**src/design/lpht_pkg.sv**
```systemverilog
// Shared types, widths and codes for the linear probing hash table.
`default_nettype none

package lpht_pkg;

  // Field widths
  localparam int KEY_W    = 31;
  localparam int CMD_W    = 2;
  localparam int STATUS_W = 3;
  localparam int SLOT_W   = 4;
  localparam int SIZE_W   = 5;

  // Largest size the table_size register can name
  localparam int SIZE_MAX = (1 << SIZE_W) - 1;

  localparam int SLOTS_DEF = 16;
  localparam logic [SIZE_W-1:0] TABLE_SIZE_RST = SIZE_W'(16);

  typedef enum logic [CMD_W-1:0] {
    CMD_INSERT = 2'd0,
    CMD_SEARCH = 2'd1,
    CMD_DELETE = 2'd2
  } cmd_t;

  typedef enum logic [STATUS_W-1:0] {
    STAT_INSERTED = 3'd0,
    STAT_FULL     = 3'd1,
    STAT_FOUND    = 3'd2,
    STAT_NOTFOUND = 3'd3,
    STAT_DELETED  = 3'd4,
    STAT_EMPTY    = 3'd5
  } status_t;

  typedef enum logic [1:0] {
    S_IDLE,
    S_HASH,
    S_PROBE,
    S_DONE
  } state_t;

  // Remainder unit status
  typedef struct packed {
    logic busy;
    logic done;
  } mod_stat_t;

  // Slot store update request
  typedef struct packed {
    logic              ins;
    logic              del;
    logic [SIZE_W-1:0] pos;
  } store_cmd_t;

endpackage

`default_nettype wire

```
**src/design/lpht_req_if.sv**
```systemverilog
// Request channel: command and key with valid/ready handshake.
`default_nettype none

interface lpht_req_if
  import lpht_pkg::*;
  ();
  logic             valid;
  logic             ready;
  logic [CMD_W-1:0] cmd;
  logic [KEY_W-1:0] key;

  modport source (output valid, output cmd, output key, input ready);
  modport sink   (input valid, input cmd, input key, output ready);
endinterface

`default_nettype wire

```
**src/design/lpht_rsp_if.sv**
```systemverilog
// Response channel: status and slot with valid/ready handshake.
`default_nettype none

interface lpht_rsp_if
  import lpht_pkg::*;
  ();
  logic                valid;
  logic                ready;
  logic [STATUS_W-1:0] status;
  logic [SLOT_W-1:0]   slot;

  modport source (output valid, output status, output slot, input ready);
  modport sink   (input valid, input status, input slot, output ready);
endinterface

`default_nettype wire

```
**src/design/linear_probe_hash_table_unit.sv**
```systemverilog
// Top level of the linear probing hash table.
//
// Open-addressing hash table of 31-bit keys with linear probing. Each request
// is an insert, search or delete and yields one response with a status and a
// slot. The home slot is the key modulo the size in use (table_size, with 0
// taken as 1 and values above the slot count clamped). A request that needs
// probing is hashed by a bit-serial remainder unit (31 steps of one key bit
// each), then probes slot by slot (1 up to the size in use slots), then
// loads the output register. Full, empty and unknown-command requests skip
// hashing and probing. One request is in flight at a time; the next request is
// accepted once the response sits in the output register. Only the first 31
// slots can ever be addressed, so storage is min(SLOTS, 31) entries, all
// marked empty at reset with no clearing pass. Write table_size only while idle.
`default_nettype none

module linear_probe_hash_table_unit
  import lpht_pkg::*;
#(
  parameter int SLOTS = SLOTS_DEF
) (
  input  wire logic              clk,
  input  wire logic              rst,
  input  wire logic              table_size_we,
  input  wire logic [SIZE_W-1:0] table_size_wdata,
  lpht_req_if.sink               req,
  lpht_rsp_if.source             rsp
);

  localparam int DEPTH = (SLOTS < SIZE_MAX) ? SLOTS : SIZE_MAX;

  logic [SIZE_W-1:0] table_size;
  logic [SIZE_W-1:0] n_cur;
  logic [SIZE_W-1:0] fill;
  logic              mod_start;
  mod_stat_t         mod_stat;
  logic [SIZE_W-1:0] mod_rem;
  logic [SIZE_W-1:0] probe_pos;
  logic              rd_valid;
  logic [KEY_W-1:0]  rd_key;
  store_cmd_t        wr;
  logic [KEY_W-1:0]  wr_key;

  // Configuration register
  always_ff @(posedge clk) begin
    if (rst) begin
      table_size <= TABLE_SIZE_RST;
    end else if (table_size_we) begin
      table_size <= table_size_wdata;
    end
  end

  // Clamp the size in use to 1..DEPTH
  always_comb begin
    if (table_size == '0) begin
      n_cur = SIZE_W'(1);
    end else if (table_size > SIZE_W'(DEPTH)) begin
      n_cur = SIZE_W'(DEPTH);
    end else begin
      n_cur = table_size;
    end
  end

  lpht_ctrl u_ctrl (
    .clk       (clk),
    .rst       (rst),
    .req       (req),
    .rsp       (rsp),
    .n_cur     (n_cur),
    .fill      (fill),
    .mod_start (mod_start),
    .mod_stat  (mod_stat),
    .mod_rem   (mod_rem),
    .probe_pos (probe_pos),
    .rd_valid  (rd_valid),
    .rd_key    (rd_key),
    .wr        (wr),
    .wr_key    (wr_key)
  );

  lpht_mod u_mod (
    .clk      (clk),
    .rst      (rst),
    .start    (mod_start),
    .dividend (req.key),
    .divisor  (n_cur),
    .stat     (mod_stat),
    .rem      (mod_rem)
  );

  lpht_store #(
    .DEPTH (DEPTH)
  ) u_store (
    .clk      (clk),
    .rst      (rst),
    .wr       (wr),
    .wr_key   (wr_key),
    .rd_pos   (probe_pos),
    .rd_valid (rd_valid),
    .rd_key   (rd_key),
    .fill     (fill)
  );

  // Fill count never exceeds the storage depth
  a_fill_bound: assert property (@(posedge clk) disable iff (rst)
    fill <= SIZE_W'(DEPTH))
    else $error("fill count exceeds storage depth");

  // A request is only taken while the remainder unit is idle
  a_accept_idle: assert property (@(posedge clk) disable iff (rst)
    req.ready |-> !mod_stat.busy)
    else $error("request accepted while hashing");

  // An insert only lands in an empty slot
  a_insert_empty: assert property (@(posedge clk) disable iff (rst)
    wr.ins |-> !rd_valid)
    else $error("insert overwrote an occupied slot");

  // A delete never hits an empty table and clears exactly one entry
  a_delete_fill: assert property (@(posedge clk) disable iff (rst)
    wr.del |-> (fill != '0) ##1 (fill == $past(fill) - SIZE_W'(1)))
    else $error("delete with inconsistent fill count");

endmodule

`default_nettype wire

```
**src/design/lpht_mod.sv**
```systemverilog
// Bit-serial remainder unit: key modulo table size, one key bit per cycle.
`default_nettype none

module lpht_mod
  import lpht_pkg::*;
(
  input  wire logic              clk,
  input  wire logic              rst,
  input  wire logic              start,
  input  wire logic [KEY_W-1:0]  dividend,
  input  wire logic [SIZE_W-1:0] divisor,
  output mod_stat_t              stat,
  output logic [SIZE_W-1:0]      rem
);

  localparam int CNT_W = $clog2(KEY_W);

  logic             busy;
  logic             done;
  logic [CNT_W-1:0] cnt;
  logic [KEY_W-1:0] shreg;
  logic [SIZE_W-1:0] dvs;
  logic [SIZE_W:0]  trial;
  logic [SIZE_W-1:0] rem_next;

  // One restoring step: shift in the next key bit, subtract if it fits
  always_comb begin
    trial = {rem, shreg[KEY_W-1]};
    if (trial >= {1'b0, dvs}) begin
      rem_next = SIZE_W'(trial - {1'b0, dvs});
    end else begin
      rem_next = trial[SIZE_W-1:0];
    end
  end

  // Control: run KEY_W steps after start, then pulse done
  always_ff @(posedge clk) begin
    if (rst) begin
      busy <= 1'b0;
      done <= 1'b0;
      cnt  <= '0;
    end else begin
      done <= 1'b0;
      if (start) begin
        busy <= 1'b1;
        cnt  <= '0;
      end else if (busy) begin
        if (cnt == CNT_W'(KEY_W - 1)) begin
          busy <= 1'b0;
          done <= 1'b1;
        end else begin
          cnt <= cnt + CNT_W'(1);
        end
      end
    end
  end

  // Datapath: load operands, advance the partial remainder
  always_ff @(posedge clk) begin
    if (start) begin
      shreg <= dividend;
      dvs   <= divisor;
      rem   <= '0;
    end else if (busy) begin
      shreg <= {shreg[KEY_W-2:0], 1'b0};
      rem   <= rem_next;
    end
  end

  assign stat = {busy, done};

endmodule

`default_nettype wire

```
**src/design/lpht_store.sv**
```systemverilog
// Slot store: stored keys, per-slot valid bits and the fill count.
`default_nettype none

module lpht_store
  import lpht_pkg::*;
#(
  parameter int DEPTH = SLOTS_DEF
) (
  input  wire logic              clk,
  input  wire logic              rst,
  input  wire store_cmd_t        wr,
  input  wire logic [KEY_W-1:0]  wr_key,
  input  wire logic [SIZE_W-1:0] rd_pos,
  output logic                   rd_valid,
  output logic [KEY_W-1:0]       rd_key,
  output logic [SIZE_W-1:0]      fill
);

  localparam int IDX_W = $clog2(DEPTH);

  logic [KEY_W-1:0] keys [DEPTH];
  logic [DEPTH-1:0] valid;

  // Valid bits and fill count, cleared at reset
  always_ff @(posedge clk) begin
    if (rst) begin
      valid <= '0;
      fill  <= '0;
    end else if (wr.ins) begin
      valid[wr.pos[IDX_W-1:0]] <= 1'b1;
      fill <= fill + SIZE_W'(1);
    end else if (wr.del) begin
      valid[wr.pos[IDX_W-1:0]] <= 1'b0;
      fill <= fill - SIZE_W'(1);
    end
  end

  // Key storage
  always_ff @(posedge clk) begin
    if (wr.ins) begin
      keys[wr.pos[IDX_W-1:0]] <= wr_key;
    end
  end

  // Registered read of the requested slot, ready in the following cycle
  always_ff @(posedge clk) begin
    rd_valid <= valid[rd_pos[IDX_W-1:0]];
    rd_key   <= keys[rd_pos[IDX_W-1:0]];
  end

endmodule

`default_nettype wire

```
**src/design/lpht_ctrl.sv**
```systemverilog
// Sequencer: accepts a request, hashes, probes slot by slot, holds the response.
`default_nettype none

module lpht_ctrl
  import lpht_pkg::*;
(
  input  wire logic              clk,
  input  wire logic              rst,
  lpht_req_if.sink               req,
  lpht_rsp_if.source             rsp,
  input  wire logic [SIZE_W-1:0] n_cur,
  input  wire logic [SIZE_W-1:0] fill,
  output logic                   mod_start,
  input  wire mod_stat_t         mod_stat,
  input  wire logic [SIZE_W-1:0] mod_rem,
  output logic [SIZE_W-1:0]      probe_pos,
  input  wire logic              rd_valid,
  input  wire logic [KEY_W-1:0]  rd_key,
  output store_cmd_t             wr,
  output logic [KEY_W-1:0]       wr_key
);

  state_t              state;
  state_t              state_next;
  logic [CMD_W-1:0]    cmd_q;
  logic [KEY_W-1:0]    key_q;
  logic [SIZE_W-1:0]   n_q;
  logic [SIZE_W-1:0]   pos;
  logic [SIZE_W-1:0]   pos_adv;
  logic [SIZE_W-1:0]   count;
  logic [STATUS_W-1:0] res_status;
  logic [SLOT_W-1:0]   res_slot;
  logic                out_valid;
  logic [STATUS_W-1:0] out_status;
  logic [SLOT_W-1:0]   out_slot;

  logic                early;
  logic [STATUS_W-1:0] early_status;
  logic                key_hit;
  logic                hit;
  logic                last;
  logic                out_free;
  logic                load_out;
  logic                accept;

  // Decide requests that need no probing
  always_comb begin
    early        = 1'b0;
    early_status = STAT_NOTFOUND;
    case (req.cmd)
      CMD_INSERT: begin
        early        = (fill >= n_cur);
        early_status = STAT_FULL;
      end
      CMD_SEARCH: begin
        early = 1'b0;
      end
      CMD_DELETE: begin
        early        = (fill == '0);
        early_status = STAT_EMPTY;
      end
      default: begin
        early = 1'b1;
      end
    endcase
  end

  // Probe outcome for the current slot
  assign key_hit = rd_valid && (rd_key == key_q);
  assign hit     = (cmd_q == CMD_INSERT) ? !rd_valid : key_hit;
  assign last    = (count == n_q - SIZE_W'(1));
  assign out_free = !out_valid || rsp.ready;
  assign pos_adv = (pos == n_q - SIZE_W'(1)) ? '0 : pos + SIZE_W'(1);

  // Next state
  always_comb begin
    state_next = state;
    case (state)
      S_IDLE: begin
        if (req.valid) begin
          state_next = early ? S_DONE : S_HASH;
        end
      end
      S_HASH: begin
        if (mod_stat.done) begin
          state_next = S_PROBE;
        end
      end
      S_PROBE: begin
        if (hit || last) begin
          state_next = S_DONE;
        end
      end
      S_DONE: begin
        if (out_free) begin
          state_next = S_IDLE;
        end
      end
      default: begin
        state_next = S_IDLE;
      end
    endcase
  end

  // Control outputs
  always_comb begin
    req.ready = 1'b0;
    mod_start = 1'b0;
    load_out  = 1'b0;
    wr.ins    = 1'b0;
    wr.del    = 1'b0;
    wr.pos    = pos;
    case (state)
      S_IDLE: begin
        req.ready = 1'b1;
        mod_start = req.valid && !early;
      end
      S_PROBE: begin
        wr.ins = (cmd_q == CMD_INSERT) && !rd_valid;
        wr.del = (cmd_q == CMD_DELETE) && key_hit;
      end
      S_DONE: begin
        load_out = out_free;
      end
      default: begin
        req.ready = 1'b0;
      end
    endcase
  end

  assign accept    = req.valid && req.ready;
  assign wr_key    = key_q;

  // Address the slot probed next cycle; the store registers the read of it
  assign probe_pos = (state == S_HASH) ? mod_rem : pos_adv;

  always_ff @(posedge clk) begin
    if (rst) begin
      state <= S_IDLE;
    end else begin
      state <= state_next;
    end
  end

  // Latch the request, walk the probe sequence, record the outcome
  always_ff @(posedge clk) begin
    if (accept) begin
      cmd_q      <= req.cmd;
      key_q      <= req.key;
      n_q        <= n_cur;
      res_status <= early_status;
      res_slot   <= '0;
    end else if (state == S_HASH && mod_stat.done) begin
      pos   <= mod_rem;
      count <= '0;
    end else if (state == S_PROBE) begin
      if (hit) begin
        case (cmd_q)
          CMD_INSERT: res_status <= STAT_INSERTED;
          CMD_SEARCH: res_status <= STAT_FOUND;
          CMD_DELETE: res_status <= STAT_DELETED;
          default:    res_status <= STAT_NOTFOUND;
        endcase
        res_slot <= pos[SLOT_W-1:0];
      end else if (last) begin
        res_status <= STAT_NOTFOUND;
        res_slot   <= '0;
      end else begin
        pos   <= pos_adv;
        count <= count + SIZE_W'(1);
      end
    end
  end

  // Output register: hold the response until its transfer
  always_ff @(posedge clk) begin
    if (rst) begin
      out_valid <= 1'b0;
    end else if (load_out) begin
      out_valid <= 1'b1;
    end else if (rsp.ready) begin
      out_valid <= 1'b0;
    end
  end

  always_ff @(posedge clk) begin
    if (load_out) begin
      out_status <= res_status;
      out_slot   <= res_slot;
    end
  end

  assign rsp.valid  = out_valid;
  assign rsp.status = out_status;
  assign rsp.slot   = out_slot;

endmodule

`default_nettype wire
```
**src/flat_wrapper.sv**
```systemverilog
// flat-port wrapper written by rule: the top's interface ports become plain ports
module linear_probe_hash_table_unit_flat import lpht_pkg::*;
#(
  parameter int SLOTS = SLOTS_DEF
)
  (clk, rst, table_size_we, table_size_wdata, req_valid, req_cmd, req_key, req_ready, rsp_valid, rsp_status, rsp_slot, rsp_ready);
  lpht_req_if req_i ();
  lpht_rsp_if rsp_i ();
  input  wire logic clk;
  input  wire logic rst;
  input  wire logic table_size_we;
  input  wire logic [SIZE_W-1:0] table_size_wdata;
  input wire logic [$bits(req_i.valid)-1:0] req_valid;
  input wire logic [$bits(req_i.cmd)-1:0] req_cmd;
  input wire logic [$bits(req_i.key)-1:0] req_key;
  output wire logic [$bits(req_i.ready)-1:0] req_ready;
  output wire logic [$bits(rsp_i.valid)-1:0] rsp_valid;
  output wire logic [$bits(rsp_i.status)-1:0] rsp_status;
  output wire logic [$bits(rsp_i.slot)-1:0] rsp_slot;
  input wire logic [$bits(rsp_i.ready)-1:0] rsp_ready;
  assign req_i.valid = req_valid;
  assign req_i.cmd = req_cmd;
  assign req_i.key = req_key;
  assign req_ready = req_i.ready;
  assign rsp_valid = rsp_i.valid;
  assign rsp_status = rsp_i.status;
  assign rsp_slot = rsp_i.slot;
  assign rsp_i.ready = rsp_ready;
  linear_probe_hash_table_unit #(.SLOTS(SLOTS)) u_core (.clk(clk), .rst(rst), .table_size_we(table_size_we), .table_size_wdata(table_size_wdata), .req(req_i), .rsp(rsp_i));
endmodule
```
**config.mk**
```make
export PLATFORM = sky130hd
export DESIGN_NAME = linear_probe_hash_table_unit_flat
export DESIGN_NICKNAME = d
export VERILOG_FILES = /design/src/design/lpht_pkg.sv /design/src/design/lpht_req_if.sv /design/src/design/lpht_rsp_if.sv /design/src/design/linear_probe_hash_table_unit.sv /design/src/design/lpht_mod.sv /design/src/design/lpht_store.sv /design/src/design/lpht_ctrl.sv /design/src/flat_wrapper.sv
export SDC_FILE = /design/constraint.sdc
export NUM_CORES = 1
export LEC_CHECK = 0
export ABC_AREA = 0
export BUFFER_PORTS_ARGS = -buffer_cell sky130_fd_sc_hd__buf_2
export CAP_MARGIN = 20
export CORE_ASPECT_RATIO = 0.6
export CORE_MARGIN = 2
export CORE_UTILIZATION = 53
export CTS_CLUSTER_SIZE = 10
export DETAILED_ROUTE_END_ITERATION = 12
export PLACE_DENSITY = 0.69
export SLEW_MARGIN = 40
export SYNTH_ARGS = -nofsm -noshare
export SYNTH_HDL_FRONTEND = slang
export SYNTH_SLANG_ARGS = --single-unit
export TNS_END_PERCENT = 30
```
**constraint.sdc**
```tcl
create_clock -name clk -period 6.8 [get_ports clk]
set_clock_uncertainty 0.15 [all_clocks]
set_input_delay 0.34 -clock clk [delete_from_list [all_inputs] [get_ports clk]]
set_output_delay 0.34 -clock clk [all_outputs]
set_load 0.005 [all_outputs]
```
==> summary.md <==
| Metric | Value |
|---|---|
| Status | `finished, final reports clean` |
| Hold WC Path Type | `in -> reg` |
| Synthesized flop and latch total | `667` |
| CTS root buf | `clkbuf_16` |
| Avg Vias per Cell | `6.22` |
| Hold Buf Count CTS | `45` |
| Synthesis-to-finish area growth | `13.4%` |
| Endpoints failing hold | `0` |
| Post-synth cell types | `69` |
| Min Hold Slack | `0.187 ns` |
| Seq/Total Area, Yosys | `0.712` |
| Worst Max-Slew Pin Slew | `0.908 ns` |
| Cells after Synth | `2,033` |
| Total Power | `13,400 µW` |
| Vias in the first global route | `16,600` |
| CTS tree | `done` |
| Leak | `0.0106 µW` |
| Die area | `52,900 µm²` |
| Critical path's slowest cell | `ha_2` |
| Critical path class | `reg -> reg` |
| Gr ovfl total | `0` |
| Setup violators final | `0` |
| Synth Flop Type | `edfxtp_1` |
| Worst Setup End Kind | `flop` |
| Nets | `2,186` |
| Worst Path Required | `7.11 ns` |
| Syn avg cell area | `13.3 µm²` |
| Synthesis Warnings | `0` |
| Fill cells | `3,761` |
| DR vias | `17,800` |
| Ratio of cells with drive above 1 in the final layout | `0.115` |
| RSZ-0062 raised after global routing | `false` |
| Setup tns final | `0 ns` |
| Crit start category | `flop` |
| Largest family of logic cells by synthesized area | `simple AND/OR/NAND/NOR gates` |
| Chip Width | `296 µm` |
| Cell Pwr Density | `436 nW/µm²` |
| Cell Chain, Critical Path | `inv_1 -> ha_2 -> nor2b_1 -> or2_4 -> buf_4 -> buf_12 -> a21o_2 -> nand2_8 -> buf_4 -> a211oi_1 -> o22ai_1 -> a311o_1` |
| Antenna violations before repair | `3` |
| Clock Latency Late Sink | `0.60 ns` |
| Buf/Inv on CP | `4` |
| 1st-iter DRT viols | `2,547` |
| CP delay by family, top | `buffers and inverters` |
| Clk buf depth | `3` |
| Post-synthesis mux area share | `0.0173` |
| Ys async rst share | `0` |
| Final slew viol count | `0` |
| Slew HR | `0.394` |
| FF+latch area | `19,300 µm²` |
| Critical path fanouts, max | `82` |
| Clock sinks | `667` |
| DPL Wire Length | `40.2 mm` |
| GPL Wtd Cong | `0.869` |
| Synth Area in Compound Gates | `0.0902` |
| Max Cap Viol | `0` |
| Synth Area in Adders | `0.0130` |
| Most common cell after layout, fill and taps aside | `edfxtp_1` |
| Number of buffers added on ports | `51` |
| CTS Buf Count | `76` |
| Top Ports | `52` |
| Starting density of the core | `0.534` |
| CP dominant cell by count | `buf_4` |
| Worst VDD drop | `0.382 mV` |
| Most frequent cells in the layout | `edfxtp_1 (590), nand2_1 (356), nor2_1 (129)` |
| Simple-gate share of the synthesized area | `0.123` |
| Top cell type by total area after synthesis | `edfxtp_1` |
| Syn Nets | `2,103` |
| Final cycle utilization of the critical path | `0.630` |
| Area occupied by multi-input gates | `7240 µm²` |
| DR WL/cell | `25.8 µm` |
| Top cells by area, synth | `edfxtp_1 (65%), dfxtp_1 (5.7%), nand2_1 (5.0%), and3_1 (2.1%), nor2_1 (1.8%)` |
| Final wirelength | `73.6 mm` |
| Pin count of the biggest net entering global routing | `152` |
| H-tree levels | `3` |
| All-Layer GR Usage | `0.280` |
| CP max stage delay | `0.50 ns` |
| DRT Pass-1 Iters | `6` |
| Yosys top cell area share | `0.655` |
| EDFF count, synth | `590` |
| Clk slew on worst S/H paths | `0.06 ns` |
| Die height | `179 µm` |
| Synth Cell Area | `27,100 µm²` |
| Setup Fix Bufs, Post-CTS | `0` |
| Rows | `64` |
| Worst EP arrival | `4.60 ns` |
| Synth Area in XOR/XNOR | `0.0194` |
| Post-route ant nets | `0` |
| DRC Markers | `0` |
| Fmax | `233 MHz` |
| First-pass GRT wire length | `108 mm` |
| Core area | `50,700 µm²` |
| Min Tclk post-route | `4.28 ns` |
| Resized Gates After CTS | `0` |
[Yosys cell counts (6+ instances only)]
library cell	number
edfxtp_1	590
nand2_1	357
nor2_1	133
and3_1	91
nand3_1	80
dfxtp_1	77
clkbuf_1	73
a211oi_1	63
o21ai_0	55
xnor2_1	47
inv_1	40
a21oi_1	39
buf_2	31
mux2_2	31
o22ai_1	31
a311o_1	30
ha_1	25
nand4_1	25
a311oi_1	22
a31o_2	20
xor2_1	13
mux2i_1	12
a31oi_1	11
nor3_1	11
a31o_1	10
a21o_1	9
buf_1	9
nor2b_1	9
o32ai_1	9
and2_1	8
nand2b_1	7
buf_4	6
[registers in the layout, indices dropped and copies added, names as in the netlist, 4 cells and up, named ones only]
name	count
u_core.u_mod.rem	5
u_core.u_ctrl.n_q	5
u_core.u_ctrl.count	5
u_core.u_mod.shreg	31
u_core.u_ctrl.res_slot	4
u_core.u_ctrl.rsp.slot	4
u_core.u_ctrl.pos	5
u_core.u_ctrl.wr_key	31
u_core.u_store.fill	5
u_core.u_store.keys	496
u_core.table_size	5
u_core.u_store.rd_key	31
u_core.u_mod.dvs	5
u_core.u_mod.cnt	5
[path summary, 6_finish.rpt]
| kind | to | depth (start not counted) | startpoint | slack (ns) |
|---|---|---|---|---|
| max reg2reg | u_core.u_store.rd_key[13] | 12 | u_core.u_ctrl.state[1] | 2.52 |
| min | u_core.table_size[3] | 2 | rst | 0.19 |
| max | u_core.u_store.rd_key[13] | 12 | u_core.u_ctrl.state[1] | 2.52 |
| min reg2reg | u_core.u_ctrl.rsp.status[0] | 0 | u_core.u_ctrl.res_status[0] | 0.27 |
[worst register-to-register path: stages, from the launching register on]
cell and delay, ns:
dfxtp_1 0.34, inv_1 0.10, ha_2 0.50, nor2b_1 0.34, or2_4 0.19, buf_4 0.35
buf_12 0.29, a21o_2 0.21, nand2_8 0.31, buf_4 0.59, a211oi_1 0.35, o22ai_1 0.13
a311o_1 0.32
[layout make-up]
type	count	area share
sequential	667	0.628
clock buffer	119	0.0676
timing repair buffer	125	0.0317
tap	693	0.0283
clock inverter	5	0.00216
inverter	42	0.00604
multi-input combinational	1204	0.236
antenna	1	0.0000816
[power by group]
group          internal, µW  switching (µW)
Clock                  2080            1530
Sequential             4960             336
Combinational          1510            2950
[through the flow]
step,util,instance area [µm²],worst slack (ns),cells
2_1_floorplan,-,27100,3.26,2033
3_3_place_gp,0.552,28000,2.23,2683
3_5_place_dp,0.554,28100,2.35,2686
4_1_cts,0.605,30700,2.34,2855
5_1_grt,0.605,30700,2.27,2855
6_report,0.605,30700,2.52,2856
[cell families after synthesis]
family	Yosys count
xor gates and xnor gates	60
adders and majority gates	27
muxes	43
DFF	667
AOI/OAI and AO/OA	333
buffers and inverters	162
and+or+nand+nor	741
[routing by layer]
| metal | routed length [µm] | track usage | share of wire |
|---|---|---|---|
| met1 | 32100 | 0.439 | 0.44 |
| met2 | 30400 | 0.387 | 0.41 |
| met3 | 9590 | 0.0703 | 0.13 |
| met4 | 1390 | 0.0709 | 0.019 |
| met5 | 39 | 0 | 0.00053 |
Power figures use the tool's default switching activity.
